[src/rtl/snp_pkg.sv]
// Shared types, constants and the forged header table for the NoC snoop and inject block.
// No dependencies; every other file in rtl/ imports this package.
package snp_pkg;

  localparam int FlitW        = 16;
  localparam int HeaderFlits  = 26;
  localparam int RxBufDepth   = 128;
  localparam int PayloadFlits = 3;
  localparam int RewindFlits  = 3;
  localparam int LatchCount   = 14;
  localparam int CfgIndexW    = 3;
  localparam int CfgDataW     = 32;

  localparam logic [FlitW-1:0] SizeSkipMin = 16'h000B;
  localparam logic [FlitW-1:0] HdrCtrlWord = 16'h0100;
  localparam logic [FlitW-1:0] HdrSizeWord = 16'(11 + 2);
  localparam logic [FlitW-1:0] HdrMarkWord = 16'h0002;

  // Positions of the received header words that the receiver keeps.
  localparam logic [6:0] RxPosRoute   = 7'd3;
  localparam logic [6:0] RxPosSize    = 7'd5;
  localparam logic [6:0] RxPosService = 7'd7;
  localparam logic [6:0] RxPosTask    = 7'd9;
  localparam logic [6:0] RxPosPeriph  = 7'd11;

  // Positions of the nonzero words in a forged header.
  localparam logic [5:0] TxPosRouteA  = 6'd0;
  localparam logic [5:0] TxPosCtrlA   = 6'd1;
  localparam logic [5:0] TxPosRouteB  = 6'd2;
  localparam logic [5:0] TxPosCtrlB   = 6'd3;
  localparam logic [5:0] TxPosSize    = 6'd5;
  localparam logic [5:0] TxPosService = 6'd7;
  localparam logic [5:0] TxPosTask    = 6'd9;
  localparam logic [5:0] TxPosPeriph  = 6'd11;
  localparam logic [5:0] TxPosRoute   = 6'd13;
  localparam logic [5:0] TxPosMark    = 6'd19;

  typedef enum logic [CfgIndexW-1:0] {
    CFG_WINDOW_START    = 3'd0,
    CFG_WINDOW_END      = 3'd1,
    CFG_GAP_TICKS       = 3'd2,
    CFG_TRIGGER_SERVICE = 3'd3,
    CFG_FORGED_SERVICE  = 3'd4,
    CFG_FORGED_ROUTE    = 3'd5
  } cfg_index_t;

  typedef struct packed {
    logic [31:0]      window_start;
    logic [31:0]      window_end;
    logic [7:0]       gap_ticks;
    logic [FlitW-1:0] trigger_service;
    logic [FlitW-1:0] forged_service;
    logic [FlitW-1:0] forged_route;
  } cfg_t;

  typedef struct packed {
    logic [FlitW-1:0] route;
    logic [FlitW-1:0] tsk;
    logic [FlitW-1:0] periph;
  } lat_t;

  typedef struct packed {
    logic             path_request;
    logic             tx_last;
    logic [FlitW-1:0] tx_flit;
    logic             tx_valid;
  } res_t;

  function automatic logic [FlitW-1:0] header_flit(
    input logic [5:0]       idx,
    input logic [FlitW-1:0] froute,
    input logic [FlitW-1:0] fsvc,
    input logic [FlitW-1:0] tsk,
    input logic [FlitW-1:0] periph,
    input logic [FlitW-1:0] route
  );
    logic [FlitW-1:0] w;
    case (idx)
      TxPosRouteA, TxPosRouteB: w = froute;
      TxPosCtrlA, TxPosCtrlB:   w = HdrCtrlWord;
      TxPosSize:                w = HdrSizeWord;
      TxPosService:             w = fsvc;
      TxPosTask:                w = tsk;
      TxPosPeriph:              w = periph;
      TxPosRoute:               w = route;
      TxPosMark:                w = HdrMarkWord;
      default:                  w = '0;
    endcase
    return w;
  endfunction

  function automatic logic [FlitW-1:0] payload_flit(input logic [5:0] k);
    return FlitW'(HeaderFlits) + FlitW'(k);
  endfunction

endpackage

[src/rtl/noc_packet_snoop_and_inject.sv]
// NoC port snooper and packet forger: one input word is one router tick, one result word each.
// A result word passes through the input register and then the two-word result buffer before it
// is offered. Throughput: one word per cycle while the result buffer has room.
// Reset (synchronous, active low) clears the receive and send sequencers, the tick counter,
// the path request flag and the buffers, and loads the configuration defaults.
// Depends on snp_pkg, snp_rx, snp_tx and snp_skid.
module noc_packet_snoop_and_inject (
  input  logic                          clk,
  input  logic                          rst_n,
  input  logic                          in_tvalid,
  output logic                          in_tready,
  // rx_valid [0], rx_flit [16:1], credit_in [17], zero fill [23:18]
  input  logic [23:0]                   in_tdata,
  input  logic                          in_tlast,
  output logic                          out_tvalid,
  input  logic                          out_tready,
  // tx_valid [0], tx_flit [16:1], credit_out [17], path_request [18], zero fill [23:19]
  output logic [23:0]                   out_tdata,
  output logic                          out_tlast,
  input  logic                          cfg_we,
  input  logic [snp_pkg::CfgIndexW-1:0] cfg_index,
  input  logic [snp_pkg::CfgDataW-1:0]  cfg_wdata
);
  import snp_pkg::*;

  cfg_t             cfg_r;
  logic             ival_r;
  logic             rx_valid_r, rx_last_r, credit_r;
  logic [FlitW-1:0] rx_flit_r;
  logic             step, buf_ready;
  lat_t             lat;
  logic             tx_valid_nxt, tx_last_nxt, req_nxt;
  logic [FlitW-1:0] tx_flit_nxt;
  res_t             res_nxt, res_out;

  assign step      = ival_r && buf_ready;
  assign in_tready = !ival_r || step;

  always_ff @(posedge clk) begin
    if (!rst_n) begin
      cfg_r.window_start    <= 32'd33500;
      cfg_r.window_end      <= 32'd48000;
      cfg_r.gap_ticks       <= 8'd220;
      cfg_r.trigger_service <= 16'h0300;
      cfg_r.forged_service  <= 16'h0025;
      cfg_r.forged_route    <= 16'h0083;
    end else if (cfg_we) begin
      case (cfg_index_t'(cfg_index))
        CFG_WINDOW_START:    cfg_r.window_start    <= cfg_wdata;
        CFG_WINDOW_END:      cfg_r.window_end      <= cfg_wdata;
        CFG_GAP_TICKS:       cfg_r.gap_ticks       <= cfg_wdata[7:0];
        CFG_TRIGGER_SERVICE: cfg_r.trigger_service <= cfg_wdata[FlitW-1:0];
        CFG_FORGED_SERVICE:  cfg_r.forged_service  <= cfg_wdata[FlitW-1:0];
        CFG_FORGED_ROUTE:    cfg_r.forged_route    <= cfg_wdata[FlitW-1:0];
        default: ;
      endcase
    end
  end

  always_ff @(posedge clk) begin
    if (!rst_n) begin
      ival_r <= 1'b0;
    end else if (in_tvalid && in_tready) begin
      ival_r <= 1'b1;
    end else if (step) begin
      ival_r <= 1'b0;
    end
  end

  always_ff @(posedge clk) begin
    if (in_tvalid && in_tready) begin
      rx_valid_r <= in_tdata[0];
      rx_flit_r  <= in_tdata[FlitW:1];
      credit_r   <= in_tdata[FlitW+1];
      rx_last_r  <= in_tlast;
    end
  end

  snp_rx u_rx (
    .clk               (clk),
    .rst_n             (rst_n),
    .step_i            (step),
    .rx_valid_i        (rx_valid_r),
    .rx_flit_i         (rx_flit_r),
    .rx_last_i         (rx_last_r),
    .trigger_service_i (cfg_r.trigger_service),
    .lat_o             (lat),
    .req_nxt_o         (req_nxt)
  );

  snp_tx u_tx (
    .clk         (clk),
    .rst_n       (rst_n),
    .step_i      (step),
    .credit_i    (credit_r),
    .cfg_i       (cfg_r),
    .lat_i       (lat),
    .valid_nxt_o (tx_valid_nxt),
    .flit_nxt_o  (tx_flit_nxt),
    .last_nxt_o  (tx_last_nxt)
  );

  assign res_nxt = {req_nxt, tx_last_nxt, tx_flit_nxt, tx_valid_nxt};

  snp_skid u_skid (
    .clk         (clk),
    .rst_n       (rst_n),
    .push_i      (step),
    .push_data_i (res_nxt),
    .ready_o     (buf_ready),
    .out_valid_o (out_tvalid),
    .out_data_o  (res_out),
    .out_ready_i (out_tready)
  );

  assign out_tdata = {5'd0, res_out.path_request, 1'b1, res_out.tx_flit, res_out.tx_valid};
  assign out_tlast = res_out.tx_last;

endmodule

[src/rtl/snp_rx.sv]
// Receive side: flit counter, header word capture, payload skip and the sticky path request.
// Depends on snp_pkg.
module snp_rx (
  input  logic                       clk,
  input  logic                       rst_n,
  input  logic                       step_i,
  input  logic                       rx_valid_i,
  input  logic [snp_pkg::FlitW-1:0]  rx_flit_i,
  input  logic                       rx_last_i,
  input  logic [snp_pkg::FlitW-1:0]  trigger_service_i,
  output snp_pkg::lat_t              lat_o,
  output logic                       req_nxt_o
);
  import snp_pkg::*;

  typedef enum logic [2:0] {
    RX_IDLE    = 3'd0,
    RX_RECEIVE = 3'd1,
    RX_WAIT    = 3'd2,
    RX_SERVICE = 3'd3,
    RX_PAYLOAD = 3'd4
  } rx_phase_t;

  localparam logic [7:0] IdxMask = 8'(RxBufDepth - 1);

  rx_phase_t        phase_r, phase_nxt;
  logic [7:0]       count_r, count_nxt, cnt_inc;
  logic             req_r, req_nxt;
  logic [FlitW-1:0] sh_route_r, sh_size_r, sh_service_r, sh_task_r, sh_periph_r;
  logic [FlitW-1:0] lat_route_r, lat_size_r, lat_service_r, lat_task_r, lat_periph_r;
  logic [FlitW-1:0] size_chk;
  logic [6:0]       idx;
  logic             store_en, latch_en;

  assign cnt_inc = count_r + 8'd1;
  assign idx     = 7'(count_r & IdxMask);

  always_comb begin
    phase_nxt = phase_r;
    count_nxt = count_r;
    req_nxt   = req_r;
    store_en  = 1'b0;
    latch_en  = 1'b0;
    size_chk  = lat_size_r;
    case (phase_r)
      RX_RECEIVE: begin
        if (rx_valid_i) begin
          store_en  = 1'b1;
          count_nxt = cnt_inc;
          latch_en  = (cnt_inc == 8'(LatchCount));
          size_chk  = latch_en ? sh_size_r : lat_size_r;
          if (cnt_inc == 8'(HeaderFlits) && size_chk > SizeSkipMin) begin
            phase_nxt = RX_PAYLOAD;
            count_nxt = '0;
          end
          if (rx_last_i) begin
            phase_nxt = RX_SERVICE;
            count_nxt = '0;
          end
        end else begin
          phase_nxt = RX_WAIT;
        end
      end
      RX_WAIT: begin
        if (rx_valid_i) begin
          store_en  = 1'b1;
          count_nxt = cnt_inc;
          phase_nxt = RX_RECEIVE;
        end
      end
      RX_SERVICE: begin
        count_nxt = '0;
        if (lat_service_r == trigger_service_i) begin
          req_nxt = 1'b1;
        end
        phase_nxt = RX_IDLE;
      end
      RX_PAYLOAD: begin
        store_en  = rx_valid_i;
        count_nxt = cnt_inc & IdxMask;
        if (rx_last_i) begin
          phase_nxt = RX_SERVICE;
          count_nxt = '0;
        end
      end
      default: begin
        phase_nxt = RX_IDLE;
        if (rx_valid_i) begin
          store_en  = 1'b1;
          count_nxt = cnt_inc;
          phase_nxt = RX_RECEIVE;
        end
      end
    endcase
  end

  always_ff @(posedge clk) begin
    if (!rst_n) begin
      phase_r <= RX_IDLE;
      count_r <= '0;
      req_r   <= 1'b0;
    end else if (step_i) begin
      phase_r <= phase_nxt;
      count_r <= count_nxt;
      req_r   <= req_nxt;
    end
  end

  always_ff @(posedge clk) begin
    if (step_i && store_en) begin
      case (idx)
        RxPosRoute:   sh_route_r   <= rx_flit_i;
        RxPosSize:    sh_size_r    <= rx_flit_i;
        RxPosService: sh_service_r <= rx_flit_i;
        RxPosTask:    sh_task_r    <= rx_flit_i;
        RxPosPeriph:  sh_periph_r  <= rx_flit_i;
        default: ;
      endcase
    end
    if (step_i && latch_en) begin
      lat_route_r   <= sh_route_r;
      lat_size_r    <= sh_size_r;
      lat_service_r <= sh_service_r;
      lat_task_r    <= sh_task_r;
      lat_periph_r  <= sh_periph_r;
    end
  end

  assign lat_o.route  = lat_route_r;
  assign lat_o.tsk    = lat_task_r;
  assign lat_o.periph = lat_periph_r;
  assign req_nxt_o    = req_nxt;

endmodule

[src/rtl/snp_tx.sv]
// Send side: tick counter, start window, forged header and payload sequencer with credit rewind.
// Depends on snp_pkg.
module snp_tx (
  input  logic          clk,
  input  logic          rst_n,
  input  logic          step_i,
  input  logic          credit_i,
  input  snp_pkg::cfg_t cfg_i,
  input  snp_pkg::lat_t lat_i,
  output logic          valid_nxt_o,
  output logic [snp_pkg::FlitW-1:0] flit_nxt_o,
  output logic          last_nxt_o
);
  import snp_pkg::*;

  typedef enum logic [2:0] {
    TX_WAIT_REQ = 3'd0,
    TX_HEADER   = 3'd1,
    TX_PAYLOAD  = 3'd2,
    TX_WAIT_HDR = 3'd3,
    TX_WAIT_PAY = 3'd4,
    TX_EOP      = 3'd5
  } tx_phase_t;

  tx_phase_t        phase_r, phase_nxt;
  logic [5:0]       cnt_r, cnt_nxt, cnt_inc, cnt_back;
  logic [31:0]      tick_r, tick_nxt;
  logic [7:0]       gap_r, gap_nxt;
  logic [FlitW-1:0] flit_r, flit_nxt;
  logic             valid_r, valid_nxt, last_r, last_nxt;
  logic [FlitW-1:0] pk_task_r, pk_periph_r, pk_route_r;
  logic             pk_load, in_window;

  assign tick_nxt  = tick_r + 32'd1;
  assign in_window = (tick_nxt > cfg_i.window_start) && (tick_nxt < cfg_i.window_end);
  assign cnt_inc   = cnt_r + 6'd1;
  assign cnt_back  = (cnt_r >= 6'(RewindFlits)) ? cnt_r - 6'(RewindFlits) : '0;

  always_comb begin
    phase_nxt = phase_r;
    cnt_nxt   = cnt_r;
    gap_nxt   = gap_r;
    flit_nxt  = flit_r;
    valid_nxt = valid_r;
    last_nxt  = last_r;
    pk_load   = 1'b0;
    case (phase_r)
      TX_HEADER: begin
        if (credit_i) begin
          flit_nxt = header_flit(cnt_r, cfg_i.forged_route, cfg_i.forged_service,
                                 pk_task_r, pk_periph_r, pk_route_r);
          cnt_nxt  = cnt_inc;
          if (cnt_inc == 6'(HeaderFlits)) begin
            phase_nxt = TX_PAYLOAD;
            cnt_nxt   = '0;
          end
        end else begin
          phase_nxt = TX_WAIT_HDR;
          valid_nxt = 1'b0;
        end
      end
      TX_PAYLOAD: begin
        if (credit_i) begin
          flit_nxt = payload_flit(cnt_r);
          cnt_nxt  = cnt_inc;
          if (cnt_inc == 6'(PayloadFlits)) begin
            phase_nxt = TX_EOP;
            last_nxt  = 1'b1;
            cnt_nxt   = '0;
          end
        end else begin
          phase_nxt = TX_WAIT_PAY;
          valid_nxt = 1'b0;
        end
      end
      TX_WAIT_HDR: begin
        if (credit_i) begin
          flit_nxt  = header_flit(cnt_back, cfg_i.forged_route, cfg_i.forged_service,
                                  pk_task_r, pk_periph_r, pk_route_r);
          valid_nxt = 1'b1;
          phase_nxt = TX_HEADER;
          cnt_nxt   = cnt_back + 6'd1;
        end
      end
      TX_WAIT_PAY: begin
        if (credit_i) begin
          flit_nxt  = payload_flit(cnt_back);
          valid_nxt = 1'b1;
          if (cnt_back == 6'(PayloadFlits)) begin
            phase_nxt = TX_EOP;
            last_nxt  = 1'b1;
            cnt_nxt   = cnt_back;
          end else begin
            phase_nxt = TX_PAYLOAD;
            cnt_nxt   = cnt_back + 6'd1;
          end
        end
      end
      TX_EOP: begin
        valid_nxt = 1'b0;
        last_nxt  = 1'b0;
        cnt_nxt   = '0;
        if (gap_r == cfg_i.gap_ticks) begin
          phase_nxt = TX_WAIT_REQ;
          gap_nxt   = 8'd1;
        end else begin
          gap_nxt   = gap_r + 8'd1;
        end
      end
      default: begin
        phase_nxt = TX_WAIT_REQ;
        if (in_window) begin
          pk_load   = 1'b1;
          flit_nxt  = cfg_i.forged_route;
          valid_nxt = 1'b1;
          if (credit_i) begin
            phase_nxt = TX_HEADER;
            cnt_nxt   = cnt_inc;
          end
        end
      end
    endcase
  end

  always_ff @(posedge clk) begin
    if (!rst_n) begin
      phase_r <= TX_WAIT_REQ;
      cnt_r   <= '0;
      tick_r  <= '0;
      gap_r   <= '0;
      flit_r  <= '0;
      valid_r <= 1'b0;
      last_r  <= 1'b0;
    end else if (step_i) begin
      phase_r <= phase_nxt;
      cnt_r   <= cnt_nxt;
      tick_r  <= tick_nxt;
      gap_r   <= gap_nxt;
      flit_r  <= flit_nxt;
      valid_r <= valid_nxt;
      last_r  <= last_nxt;
    end
  end

  always_ff @(posedge clk) begin
    if (step_i && pk_load) begin
      pk_task_r   <= lat_i.tsk;
      pk_periph_r <= lat_i.periph;
      pk_route_r  <= lat_i.route;
    end
  end

  assign valid_nxt_o = valid_nxt;
  assign flit_nxt_o  = flit_nxt;
  assign last_nxt_o  = last_nxt;

endmodule

[src/rtl/snp_skid.sv]
// Two-word result buffer that decouples the result channel from the core.
// Depends on snp_pkg.
module snp_skid (
  input  logic          clk,
  input  logic          rst_n,
  input  logic          push_i,
  input  snp_pkg::res_t push_data_i,
  output logic          ready_o,
  output logic          out_valid_o,
  output snp_pkg::res_t out_data_o,
  input  logic          out_ready_i
);
  import snp_pkg::*;

  res_t       slot_r [2];
  logic       wr_ptr_r, rd_ptr_r;
  logic [1:0] fill_r;
  logic       pop;

  assign pop         = out_valid_o && out_ready_i;
  assign ready_o     = (fill_r != 2'd2);
  assign out_valid_o = (fill_r != 2'd0);
  assign out_data_o  = slot_r[rd_ptr_r];

  always_ff @(posedge clk) begin
    if (!rst_n) begin
      wr_ptr_r <= 1'b0;
      rd_ptr_r <= 1'b0;
      fill_r   <= '0;
    end else begin
      if (push_i) begin
        wr_ptr_r <= ~wr_ptr_r;
      end
      if (pop) begin
        rd_ptr_r <= ~rd_ptr_r;
      end
      if (push_i && !pop) begin
        fill_r <= fill_r + 2'd1;
      end else if (pop && !push_i) begin
        fill_r <= fill_r - 2'd1;
      end
    end
  end

  always_ff @(posedge clk) begin
    if (push_i) begin
      slot_r[wr_ptr_r] <= push_data_i;
    end
  end

endmodule

[config.mk]
export PLATFORM = sky130hd
export DESIGN_NAME = noc_packet_snoop_and_inject
export DESIGN_NICKNAME = d
export VERILOG_FILES = /design/src/rtl/snp_pkg.sv /design/src/rtl/noc_packet_snoop_and_inject.sv /design/src/rtl/snp_rx.sv /design/src/rtl/snp_tx.sv /design/src/rtl/snp_skid.sv
export SDC_FILE = /design/constraint.sdc
export NUM_CORES = 1
export LEC_CHECK = 0
export ABC_AREA = 1
export BUFFER_PORTS_ARGS = -buffer_cell sky130_fd_sc_hd__buf_4
export CAP_MARGIN = 5
export CORE_ASPECT_RATIO = 0.8
export CORE_MARGIN = 1.5
export CORE_UTILIZATION = 56
export CTS_CLUSTER_SIZE = 28
export DETAILED_ROUTE_END_ITERATION = 12
export PLACE_DENSITY = 0.73
export SYNTH_ARGS = -nofsm -noshare
export SYNTH_HDL_FRONTEND = slang
export SYNTH_SLANG_ARGS = --single-unit
[constraint.sdc]
create_clock -name clk -period 11.8 [get_ports clk]
set_clock_uncertainty 0.1 [all_clocks]
set_input_delay 2.36 -clock clk [delete_from_list [all_inputs] [get_ports clk]]
set_output_delay 2.36 -clock clk [all_outputs]
set_load 0.1 [all_outputs]
# Word-level counts from Yosys, hierarchy flattened
# Memories as Yosys holds them, arrays and structs flattened. A register that Yosys moved wholly into a read port is not among the register bits.
# Cells that the tools add are included.
# Widths: inputs -> output; s select.
totals:
  regBits: 431
  latch_bits: 0
  mem_bits_rw: 38
  mem_bits_ro: 0
  out_inout_bits: 27
  memories: 1
mem_list:
  columns: ["name", "words", "width", "rd", "rd_ports_with_merged_regs", "wr", "line", "source"]
  rows:
  - ["u_skid.slot_r", 2, 19, 1, 1, 1, "snp_skid.sv:15", "res_t slot_r [2];"]
op_classes:
  addsub: 10
  multipliers: 0
  div: 0
  magnitude_cmp: 4
  eq_ne: 56
  shifts: 0
  n_mux: 70
  n_bitwise: 2
  n_reduce_logical: 45
op_table:
  columns: ["op", "n"]
  rows:
  - ["$pmux 16 s8", 2]
  - ["$mux 16", 6]
  - ["$pmux 16 s5", 1]
  - ["$mux 6", 10]
  - ["$mux 3", 14]
  - ["$mux 8", 5]
  - ["$eq 6x4->1 const B", 6]
  - ["$add 32x1->32 const B", 1]
  - ["$gt 32x32->1", 1]
  - ["$lt 32x32->1", 1]
  - ["$eq 6x2->1 const B", 5]
  - ["$pmux 6 s5", 1]
  - ["$eq 6x3->1 const B", 4]
  - ["$pmux 8 s3", 1]
  - ["$reduce_and 2->1", 12]
  - ["$mux 1", 22]
  - ["$eq 3x2->1 const B", 6]
  - ["$eq 6x5->1 const B", 3]
  - ["$add 8x1->8 const B", 2]
  - ["$eq 16x16->1", 1]
  - ["$gt 16x4->1 const B", 1]
  - ["$ne 2x2->1 const B", 8]
  - ["$eq 3x3->1 const B", 5]
  - ["$pmux 3 s5", 1]
  - ["other kinds (38)", 68]

# Longest topological paths before layout
# Gate-level depths: netlist of run 1.
depth:
  word_depth: 9
  depth_mapped: 31

# Hierarchy
# Synthesis of run 1 repeated with hierarchy kept, for this count alone.
unflattened:
  cells_unflattened: 2581
  area_unflattened_um2: 22446.5
modules_own_cells:
  columns: ["mod", "instances", "cells_each", "area_each_um2", "seq_area_each_um2"]
  rows:
  - ["snp_tx", 1, 1423, 9494.1, 2782.7]
  - ["snp_rx", 1, 355, 5911.9, 4924.7]
  - ["noc_packet_snoop_and_inject", 1, 708, 5381.4, 2992.9]
  - ["snp_skid", 1, 95, 1659.1, 1241.2]

# Worst setup path before layout of run 1
# No wires, ideal clock.
synth_path:
  kind: "register to register"
  from: "register u_tx.tick_r[0]"
  to: "register u_tx.pk_periph_r[0], enable pin"
  setup_ps: 513
  t_arrival_ps: 6505
  setup_slack_ps: 4682
  path_stages_with_launch: 27
  period_less_slack_ps: 7118
  cell_sequence: "dfxtp_1 -> ha_1 -> nand3_2 -> nor2_2 -> nand2_1 -> nor2_2 -> nand3_2 -> nor2_2 -> nand2_1 -> nor2_2 -> nand2_1 -> nor2_2 -> nand3_1 -> xor2_1 -> inv_1 -> ha_1 -> nand2_1 -> nor2_1 -> nand4_1 -> nor2_1 -> nand2_1 -> nand2_1 -> nor2_2 -> nand3_1 -> buf_2 -> buf_2 -> nor3_1"
synth_between:
  elab_chain_len: 6
  elab_cells_between_ends: 7
synth_rtl:
  columns: ["item", "line", "source"]
  rows:
  - ["from (decl)", "snp_tx.sv:27", "logic [31:0] tick_r, tick_nxt;"]
  - ["from (signal assigned)", "snp_tx.sv:137", "tick_r <= tick_nxt;"]
  - ["$add 32x1->32 *", "snp_tx.sv:34", "assign tick_nxt = tick_r + 32'd1;"]
  - ["via u_tx.tick_nxt[22]", "snp_tx.sv:27", null]
  - ["$gt 32x32->1 or $lt 32x32->1 (tied branches)", "snp_tx.sv:35", "assign in_window = (tick_nxt > cfg_i.window_start) && (tick_nxt < cfg_i.window_end);"]
  - ["$logic_and 1x1->1 *", "snp_tx.sv:35", null]
  - ["$mux 1 *", "snp_tx.sv:112", "if (in_window) begin"]
  - ["$mux 1 *", "snp_tx.sv:47", "case (phase_r)"]
  - ["$logic_and 1x1->1 *", "snp_tx.sv:146", "if (step_i && pk_load) begin"]
  - ["to (signal assigned)", "snp_tx.sv:148", "pk_periph_r <= lat_i.periph;"]
  - ["to (decl)", "snp_tx.sv:31", "logic [FlitW-1:0] pk_task_r, pk_periph_r, pk_route_r;"]
# Mark *: on every way through the listed nets, which the timed path passes. The rest lies on a longest branch.
# A chain may end at the register's enable or synchronous reset.

# Worst setup path after layout of run 1
layout_path:
  from: "register u_tx.tick_r[0]"
  to: "register u_tx.pk_periph_r[9], enable pin"
# Same word-level chain as after synthesis.

==> results of run 1 <==
==> power breakdown <==
| part | leakage [nW] | internal [W] | switching, W |
|---|---|---|---|
| sequential | 4.05 | 0.00186 | 0.0000930 |
| combinational | 4.86 | 0.000328 | 0.000874 |
| clock | 0.711 | 0.000815 | 0.000619 |
| total | 9.62 | 0.00300 | 0.00159 |
==> kinds of logic (layout without fill, tap and decap cells) <==
logic type | Yosys count | in the layout | share of synthesized area
other | 2 | 6 | 0.000349
DFF | 466 | 466 | 0.555
AOI/OAI and AO/OA | 480 | 480 | 0.121
and+or+nand+nor | 820 | 820 | 0.172
adders and majority gates | 82 | 82 | 0.0477
muxes | 19 | 19 | 0.00994
xor gates and xnor gates | 67 | 67 | 0.0273
buffers and inverters | 349 | 436 | 0.0660
==> worst max-delay path: cells and delay by family (launching register included) <==
| kind | cells | cell delay, ns |
|---|---|---|
| DFF | 1 | 0.44 |
| xor gates and xnor gates | 1 | 0.19 |
| and+or+nand+nor | 18 | 3.55 |
| buffers and inverters | 3 | 0.70 |
| adders and majority gates | 2 | 0.51 |
| AOI/OAI and AO/OA | 1 | 0.09 |
==> registers in the layout (all words and copies together), names as in the netlist, 2 cells and up, named ones only <==
register / count
u_tx.gap_r: 8
u_tx.cnt_r: 6
u_rx.lat_size_r: 14
u_rx.sh_service_r: 16
u_rx.sh_task_r: 16
u_tx.flit_r: 16
u_tx.tick_r: 32
rx_flit_r: 16
u_rx.sh_periph_r: 16
u_tx.phase_r: 3
u_rx.lat_service_r: 16
u_rx.sh_size_r: 14
u_rx.sh_route_r: 16
u_rx.lat_periph_r: 16
u_skid.fill_r: 2
u_skid.slot_r: 38
u_tx.pk_periph_r: 16
u_tx.pk_task_r: 16
u_rx.count_r: 8
u_rx.phase_r: 3
u_rx.lat_route_r: 16
cfg_r: 120
u_tx.pk_route_r: 16
u_rx.lat_task_r: 16
==> metrics by stage <==
stage | hold slack, ns | cell area [um^2] | utilization | cells
floorplan | 0.300 | 21500 | - | 2289
global placement | 0.300 | 22500 | 0.591 | 2790
detailed placement | 0.305 | 22500 | 0.591 | 2790
CTS | 0.316 | 23900 | 0.629 | 2870
global route | 0.313 | 23900 | 0.629 | 2871
finish | 0.314 | 23900 | 0.629 | 2871
==> metal layers <==
layer	vias to the layer above	share of wire	wire length [um]	global-route usage
li1	7873	-	-	-
met4	0	0.018	937	0.0625
met3	69	0.079	4100	0.0417
met5	-	0	0	0
met2	596	0.43	22600	0.399
met1	7565	0.47	24500	0.392
==> layout make-up <==
type | count | area (um^2)
Clock buffer | 55 | 1190
Clock inverter | 25 | 268
Fill cell | 3085 | 14100
Inverter | 260 | 978
Multi-Input combinational cell | 1474 | 8210
Sequential cell | 466 | 11900
Tap cell | 495 | 619
Timing Repair Buffer | 96 | 718
==> synth_stat cells (10+ instances only) <==
cell / instances / share of area
nand2_1: 332 / 0.058
edfxtp_1: 261 / 0.36
inv_1: 254 / 0.044
nor2_1: 243 / 0.042
o21ai_0: 208 / 0.048
dfxtp_1: 205 / 0.19
a21oi_1: 199 / 0.046
nand3_1: 96 / 0.022
ha_1: 82 / 0.048
clkbuf_1: 59 / 0.010
xor2_1: 58 / 0.024
nand4_1: 43 / 0.013
nor3_1: 26 / 0.0060
o211ai_1: 23 / 0.0080
mux2_2: 19 / 0.0099
nor4_1: 14 / 0.0041
nand3_2: 13 / 0.0060
buf_2: 12 / 0.0028
nand2_2: 11 / 0.0032
nor2_2: 10 / 0.0029
==> final timing paths <==
kind	start	slack (ns)	end	depth (start not counted)
hold / removal	u_rx.lat_task_r[1]	0.31	u_tx.pk_task_r[1]	0
setup reg to reg	u_tx.tick_r[0]	5.78	u_tx.pk_periph_r[9]	25
hold reg to reg	u_rx.lat_task_r[1]	0.31	u_tx.pk_task_r[1]	0
setup / recovery	u_tx.tick_r[0]	5.78	u_tx.pk_periph_r[9]	25
==> results.yml, run 1 <==
clock_network:
  cts_hold_buffers: 0
  clock_latency_ns: 0.57
  post_cts_resized: 0
  cts.clk_slew.worst_paths_ns: 0.06
  cts_tree: "yes"
  cts.sinks: 466
  h-tree-depth: 2
  postCtsSetupBuffers: 0
  cts_inserted_buffers: 44
  cts_root_buf: "clkbuf_16"
  clk_path_buf_depth: 3
placed_design:
  gp_congestion: 0.935
  io_buffers: 79
  hpwl_mm: 36.5
  pre_cts_slack_ns: 5.48
power_and_ir_drop:
  power_w: 0.00459
  vdd_ir_drop_max_mv: 0.134
  leakage_nw: 9.62
  power_density_mw_per_mm2: 192
die:
  pin_count: 92
  num_rows: 64
  dieWidth_um: 222
  fp.dieArea_mm2: 0.0396
  initial_core_util: 0.566
  dieHeight_um: 178
  core-area_mm2: 0.0380
timing:
  setup_ws_ns: 5.78
  setup_tns_ns: 0
  hold_viol: 0
  slew_violations: 0
  tightestPinTransition_ns: 1.16
  rsz0062_at_grt: "no"
  fin_crit_ns: 6.02
  fmax_mhz: 166
  finalSetupViolCount: 0
  finalCritPeriodShare: 0.510
  slew_headroom: 0.223
route:
  vias_per_cell: 5.61
  wire_per_inst_um: 18.2
  wirelength_mm: 52.1
  drc: 0
  drtAntennaViolNets: 0
  first_iter_violations: 1686
  num_vias: 16100
  firstDrtPassIters: 6
logic_synthesis:
  synth.distinct_cells: 57
  netlist_area_mm2: 0.0215
  yosysWarnings: 0
  syn-instance-count: 2285
  avgSynthCellArea_um2: 9.42
  seq_area_frac_synth: 0.555
  synthFlopType: "edfxtp_1"
  synth-async-reset-ratio: 0
  synth_edf_count: 261
  synth-seq-cells: 466
worst_setup_path:
  cp-start-kind: "register"
  slowest_stage: "nand3_1"
  path_common_cell: "nor2_2"
  endpoint_kind: "register"
  crit_type: "register to register"
  required_ns: 11.89
  crit_path_max_fanout: 48
  worstPathArrival_ns: 6.11
  slowest_delay_ns: 0.73
global_routing:
  grt_pass1_vias: 14800
  grt_pass1_wl_mm: 81.1
  grtUsageTotal: 0.262
  grt_overflow: 0
  antenna_found_initial: 0
  grt_max_degree: 84
finish:
  final_common_cell: "nand2_1"
  area_delta_synth_final_pct: 11.2
  final_cell_mix: "nand2_1, edfxtp_1, inv_1"
  drive_gt1_frac: 0.108
  num_antenna_cells: 0
  nets: 2489
worst_hold_path:
  hp-class: "register to register"
outcome:
  outcome: "complete, no violations"
run:
  cap_violations: 0
No activity file was read; power rests on OpenSTA's default activity.
==> run 2, diff against run 1 <==
Clock period 11.8 ns to 5.7 ns, I/O delays scaled along.
==> run 2 against run 1 <==
Hold slack worse by 0.0039 ns. First-iteration DRC count is 4.4% lower. Worst setup slack lost 4.9 ns. Total power increased by 110%. Critical path depth is 2 higher. Via count is 0.64% higher. Clock power is 110% higher. Sequential cell count is the same. Critical endpoint is now u_tx.flit_r[3]. Sequential share of layout area decreased by 0.20 points. Cell count is 0.24% higher. Largest cell class unchanged.
==> results.yml, run 2 (synthesis gave the netlist of run 1 again) <==
worst_setup_path:
  crit_path_max_fanout: 15
  slowest_stage: "dfxtp_1"
  path_common_cell: "nand2_1"
  endpoint_kind: "register"
  crit_type: "register to register"
  slowest_delay_ns: 0.45
  worstPathArrival_ns: 5.16
  required_ns: 6.05
  cp-start-kind: "register"
  reg2regPathDepth: 27
finish:
  register_area_mm2: 0.0119
  num_antenna_cells: 0
  final_design_area_no_fill_mm2: 0.0240
  drive_gt1_frac: 0.111
  top_register: "cfg_r"
  top_regs: "cfg_r: 120 flops, u_skid.slot_r: 38 flops, u_tx.tick_r: 32 flops"
  multi_input_area_mm2: 0.00822
  final_cell_mix: "nand2_1, edfxtp_1, inv_1"
  final_common_cell: "nand2_1"
  nFillCells: 3009
  utilization: 0.632
  area_delta_synth_final_pct: 11.7
  largest_reg_flops: 120
  nets: 2494
timing:
  finalCritPeriodShare: 0.844
  finalSetupViolCount: 0
  tightestPinTransition_ns: 1.24
  hold_viol: 0
  rsz0062_at_grt: "no"
  slew_headroom: 0.160
  fmax_mhz: 208
  fin_crit_ns: 4.81
  slew_violations: 0
  setup_tns_ns: 0
global_routing:
  grt_overflow: 0
  grt_pass1_wl_mm: 81.6
  grtUsageTotal: 0.264
  grt_pass1_vias: 14700
  grt_max_degree: 115
  antenna_found_initial: 0
route:
  num_vias: 16200
  firstDrtPassIters: 6
  first_iter_violations: 1611
  wirelength_mm: 52.3
  wire_per_inst_um: 18.2
  drtAntennaViolNets: 0
  drc: 0
  vias_per_cell: 5.63
clock_network:
  clk_path_buf_depth: 3
  clock_latency_ns: 0.57
  postCtsSetupBuffers: 0
  cts_root_buf: "clkbuf_16"
  post_cts_resized: 0
  cts_tree: "yes"
  cts_hold_buffers: 0
  cts.sinks: 466
  cts.clk_slew.worst_paths_ns: 0.07
  cts_inserted_buffers: 45
  h-tree-depth: 2
placed_design:
  gp_congestion: 0.968
  placed_area_mm2: 0.0225
  io_buffers: 79
  hpwl_mm: 37.0
power_and_ir_drop:
  vdd_ir_drop_max_mv: 0.253
  leakage_nw: 9.66
  power_w: 0.00956
  power_density_mw_per_mm2: 398
outcome:
  outcome: "complete, no violations"
die:
  dieHeight_um: 178
  pin_count: 92
  core-area_mm2: 0.0380
  fp.dieArea_mm2: 0.0396
  num_rows: 64
  dieWidth_um: 222
  initial_core_util: 0.566
worst_hold_path:
  whs_path_depth: 0
  hp-class: "register to register"
run:
  cap_violations: 0
[run 2: path summary, 6_finish.rpt]
kind,from,end,slack [ns]
max,u_tx.tick_r[0],u_tx.flit_r[3],0.89
min,u_rx.sh_service_r[13],u_rx.lat_service_r[13],0.31
max reg2reg,u_tx.tick_r[0],u_tx.flit_r[3],0.89
min reg2reg,u_rx.sh_service_r[13],u_rx.lat_service_r[13],0.31
[run 2: worst max-delay path: cells and delay by family, from the launching register on]
| family | cells | cell delay, ns |
|---|---|---|
| fa+ha+maj | 2 | 0.52 |
| xor+xnor | 1 | 0.20 |
| buf+inv | 3 | 0.45 |
| simple gates | 20 | 2.78 |
| compound gates | 1 | 0.21 |
| flops | 1 | 0.45 |
[run 2: metal layers]
layer	track usage	vias to the layer above	part of all wire
li1	-	7904	-
met3	0.0400	79	0.080
met4	0.0674	0	0.020
met2	0.395	674	0.43
met1	0.400	7549	0.47
met5	0	-	0
[run 2: power breakdown]
group | total [W] | leakage, nW | internal (W) | switching, W
registers | 0.00405 | 4.05 | 0.00385 | 0.000196
clock network | 0.00301 | 0.730 | 0.00172 | 0.00129
logic | 0.00250 | 4.88 | 0.000705 | 0.00179
[run 2: stage by stage]
stage                     instances  setup slack (ns)  hold slack, ns
final                          2878             0.889           0.310
after global placement         2794              1.04           0.301
after CTS                      2877             0.952           0.316
after global routing           2878             0.425           0.323
after floorplan                2289            0.0651           0.300
after detailed placement       2794             0.997           0.305
[run 2: final cells by class]
class,instances,share of cell area
inverters,260,0.0407
clock inverters,29,0.0119
multi-input cells,1474,0.342
clock buffers,54,0.0508
flip-flops and latches,466,0.497
well taps,495,0.0258
repair buffers,100,0.0318
